==> src/rtl/core/ppsr_pkg.sv <==
// Package for the packed-pixel span raster-op core: types, codes, helpers.
// No dependencies.
package ppsr_pkg;

    localparam int WORD_BITS = 32;
    localparam int SH_W      = 5;
    localparam int IDX_W     = 26;
    localparam int CNT_W     = 12;
    localparam int PROD_W    = 25;
    localparam int XBITS_W   = 17;

    localparam logic [1:0] KIND_WR_WORD = 2'd0;
    localparam logic [1:0] KIND_RD_WORD = 2'd1;
    localparam logic [1:0] KIND_SPAN    = 2'd2;
    localparam logic [1:0] KIND_RD_PIX  = 2'd3;

    localparam logic [2:0] PEN_ASSIGN     = 3'd0;
    localparam logic [2:0] PEN_ERASE      = 3'd1;
    localparam logic [2:0] PEN_INVERT     = 3'd2;
    localparam logic [2:0] PEN_BLEND      = 3'd3;
    localparam logic [2:0] PEN_ZERO_TRANS = 3'd4;

    localparam logic [1:0] CFG_BPP_LOG2  = 2'd0;
    localparam logic [1:0] CFG_ROW_WORDS = 2'd1;
    localparam logic [1:0] CFG_PEN_MODE  = 2'd2;

    localparam logic [2:0] BPP_LOG2_MAX = 3'd5;

    typedef enum logic [2:0] {
        ST_CLEAR,
        ST_IDLE,
        ST_MUL,
        ST_ADDR,
        ST_ISSUE,
        ST_RDATA,
        ST_SPAN,
        ST_DONE
    } t_state;

    typedef struct packed {
        logic [2:0]           pen;
        logic [WORD_BITS-1:0] field;
        logic [WORD_BITS-1:0] nz;
        logic [WORD_BITS-1:0] pattern;
    } t_merge_ctl;

    // Mask of the low n bits, n in 0..32.
    function automatic logic [WORD_BITS-1:0] low_mask(input logic [5:0] n);
        logic [WORD_BITS:0] t;
        t = ({{WORD_BITS{1'b0}}, 1'b1} << n) - {{WORD_BITS{1'b0}}, 1'b1};
        return t[WORD_BITS-1:0];
    endfunction

    // Each pixel's bits set when that pixel of the pattern is nonzero.
    function automatic logic [WORD_BITS-1:0] nz_mask(input logic [WORD_BITS-1:0] p,
                                                     input logic [2:0] l);
        logic [15:0] o2;
        logic [7:0]  o4;
        logic [3:0]  o8;
        logic [1:0]  o16;
        logic        o32;
        logic [WORD_BITS-1:0] m;
        for (int i = 0; i < 16; i++) o2[i]  = p[2*i] | p[2*i+1];
        for (int i = 0; i < 8; i++)  o4[i]  = o2[2*i] | o2[2*i+1];
        for (int i = 0; i < 4; i++)  o8[i]  = o4[2*i] | o4[2*i+1];
        for (int i = 0; i < 2; i++)  o16[i] = o8[2*i] | o8[2*i+1];
        o32 = o16[0] | o16[1];
        for (int b = 0; b < WORD_BITS; b++) begin
            case (l)
                3'd0:    m[b] = p[b];
                3'd1:    m[b] = o2[b >> 1];
                3'd2:    m[b] = o4[b >> 2];
                3'd3:    m[b] = o8[b >> 3];
                3'd4:    m[b] = o16[b >> 4];
                default: m[b] = o32;
            endcase
        end
        return m;
    endfunction

endpackage

==> src/rtl/core/ppsr_merge.sv <==
// Pen-mode merge of a pattern into one stored word over a bit field.
// Depends on ppsr_pkg.
module ppsr_merge (
    input  logic [ppsr_pkg::WORD_BITS-1:0] i_cur,
    input  ppsr_pkg::t_merge_ctl           i_ctl,
    output logic [ppsr_pkg::WORD_BITS-1:0] o_word
);
    import ppsr_pkg::*;

    logic [WORD_BITS-1:0] w_data;
    logic [WORD_BITS-1:0] w_nzf;

    assign w_data = i_ctl.pattern & i_ctl.field;
    assign w_nzf  = i_ctl.field & i_ctl.nz;

    always_comb begin
        case (i_ctl.pen)
            PEN_ERASE:      o_word = i_cur & ~w_data;
            PEN_INVERT:     o_word = i_cur ^ w_data;
            PEN_BLEND:      o_word = i_cur | w_data;
            PEN_ZERO_TRANS: o_word = (i_cur & ~w_nzf) | (i_ctl.pattern & w_nzf);
            default:        o_word = (i_cur & ~i_ctl.field) | w_data;
        endcase
    end

endmodule

==> config.mk <==
export PLATFORM = sky130hd
export DESIGN_NAME = ppsr_merge
export DESIGN_NICKNAME = d
export VERILOG_FILES = /design/src/rtl/core/ppsr_pkg.sv /design/src/rtl/core/ppsr_merge.sv
export SDC_FILE = /design/constraint.sdc
export NUM_CORES = 1
export LEC_CHECK = 0
export ABC_AREA = 1
export BUFFER_PORTS_ARGS = -buffer_cell sky130_fd_sc_hd__buf_2
export CORE_ASPECT_RATIO = 0.8
export CORE_MARGIN = 2
export CORE_UTILIZATION = 43
export DETAILED_ROUTE_END_ITERATION = 10
export PLACE_DENSITY = 0.81
export SETUP_SLACK_MARGIN = 0.2
export SLEW_MARGIN = 20
export SYNTH_ARGS = -nofsm -noshare
export SYNTH_HDL_FRONTEND = slang
export SYNTH_SLANG_ARGS = --single-unit
export TNS_END_PERCENT = 10
==> constraint.sdc <==
create_clock -name vclk -period 1.05
set_input_delay 0.105 -clock vclk [all_inputs]
set_output_delay 0.105 -clock vclk [all_outputs]
set_load 0.1 [all_outputs]
==> reports/summary.txt <==
largest net degree at the start of global routing: 27
Die ar.: 7460 um^2
post-route ant nets: 0
Final HPWL DP: 10,000 um
nets: 1,003
Std-Cell Rows: 26
DRC viols: 0
Placed Area: 5120 um^2
Ant. Diodes: 0
syn avg cell area: 4.71 um^2
Tot Pwr: 4.25 mW
Seq cells: 0
Global Route Usage Sum: 35.8%
clock buffer count: 0
Cells after Synth: 620
routed len/inst: 14.9 um
Hold Crit Endpoint: o_word[18]
worst-path maximum fanout: 2
register area: 0 um^2
Worst setup SP type: input pin
min-delay src: i_ctl[82]
Max Transition Viols Final: 0
GR Overflow Total: 0
critical path capture point type: output port
core outline area: 6470 um^2
post-synthesis net count: 783
Worst Slack Setup Final: -0.286 ns
FMAX: 0.749 GHz
vias in the first global route: 5,438
initial antenna violation count: 0
Synth area leaders: nand2_1 (29%), nand3_1 (22%), ha_1 (14%)
Leak Pwr: 3.14 nW
count of different cell masters after synthesis: 13
outcome: complete, but fails checks
Via-to-Cell Ratio: 5.74
CP required: 0.94 ns
global placer's final weighted congestion: 0.946
leading area contributor after synthesis: nand2_1
Final setup viols: 32
routed via count: 5,289
Die Span X: 96.1 um
failing checks: setup timing
Ys Warns: 0
Max VDD drop: 692 uV
sequential-to-total area share from yosys stat: 0%
post-synth top area share: 29.1%
Starting Density: 45.1%
slew margin rel.: 83.1%
CP Class: input pin to output port
Power Density: 765 nW/um^2
P&R area growth vs syn: 90.7%
detailed-route wire length: 13,800 um
final worst path period need: 1.34 ns
DRT iter0 DRCs: 311
HP Class: input pin to output port
Arrival @ worst endpoint: 1.23 ns
final instance area: 5560 um^2
Boundary Pins: 163
RSZ-0062 raised after global routing: true
share of cells above drive strength 1: 43.7%
Syn Std Cell Area: 2920 um^2
first-pass GRT wire length: 22,400 um
worst hold slack: 0.749 ns
max cap viols: 0
worst slew pin tran: 0.254 ns
port bufs: 163
die extent in y: 77.7 um
first-pass iteration count of the detailed router: 6
Hold Path Depth: 6
CTS Hold Buffers Added: 0
final-report hold violation count: 0
Final Cycle Share: 127%
==> Yosys cell counts <==
library cell and n:
nor2_2 2, buf_2 16, ha_1 32, nand2_1 226, clkbuf_1 12, nand4_1 32
buf_1 5, nand2_2 1, nand3_1 129, nor3_1 1, inv_1 66, nor2_1 66
a21oi_1 32
==> per-layer routing <==
metal  wire [um]  GRT usage, %  share of wire (%)  vias to the layer above
li1            -             -                  -                     2468
met1        4790          38.7                 35                     2337
met2        6790          65.0                 49                      396
met3        1410          4.76                 10                       88
met4         759          21.1                5.5                        0
met5           0             0                  0                        -
==> how the worst max path moves through the flow <==
stage	from	to	slack (ns)
6_report	i_ctl[29]	o_word[29]	-0.29
4_1_cts	i_ctl[97]	o_word[16]	-0.18
3_5_place_dp	i_ctl[97]	o_word[14]	-0.36
2_1_floorplan	i_ctl[97]	o_word[0]	-0.18
5_1_grt	i_ctl[3]	o_word[3]	-0.31
3_3_place_gp	i_ctl[98]	o_word[0]	-0.28
==> final cells by class <==
cell class                 instances  area, um^2
timing repair buffer             251        2090
tap                               84         105
fill                             400         911
inverter                          66         250
multi-input combinational        521        3120
==> power by group <==
group	leakage [nW]	internal (mW)	switching, mW	total [mW]
registers	0	0	0	0
clock network	0	0	0	0
logic	3.14	1.61	2.64	4.25
==> logic make-up (layout without fill, tap and decap cells) <==
kind of cell,Yosys count,in the layout,share of synthesized area [%]
adder cells (fa/ha/maj),32,32,13.7
AND/OR/NAND/NOR,457,457,67.4
AO/OA/AOI/OAI,32,32,5.49
buffers and inverters,99,317,13.4
==> through the flow <==
step	instances	TNS [ns]	util, %	worst slack, ns
global route	922	-8.08	85.9	-0.305
global placement	915	-8.06	79.1	-0.284
finish	922	-7.28	85.9	-0.286
CTS	920	-5.13	84.8	-0.178
detailed placement	915	-10.48	79.1	-0.358
floorplan	620	-4.84	-	-0.182
==> repair_timing <==
item                       in CTS  in global routing
pin swaps                      25                 11
cloned                          2                  0
setup buffers                   3                  2
setup endpoints to repair      32                 32
resized for setup             103                 16
==> cell usage in the layout, fill, tap and decap left out, drive strengths merged <==
cell type and count:
buf 251, nand2 227, nand3 129, nor2 68, inv 66, nand4 32
ha 32, a21oi 32, nor3 1
==> worst max-delay path, cell delays in order <==
cell and delay (ns):
buf_2 0.11, nand2_1 0.08, ha_1 0.30, inv_1 0.05
nand3_1 0.10, nand2_1 0.08, nor2_2 0.16, nand2_4 0.07
buf_12 0.16
No activity file was read; power rests on OpenSTA's default activity.
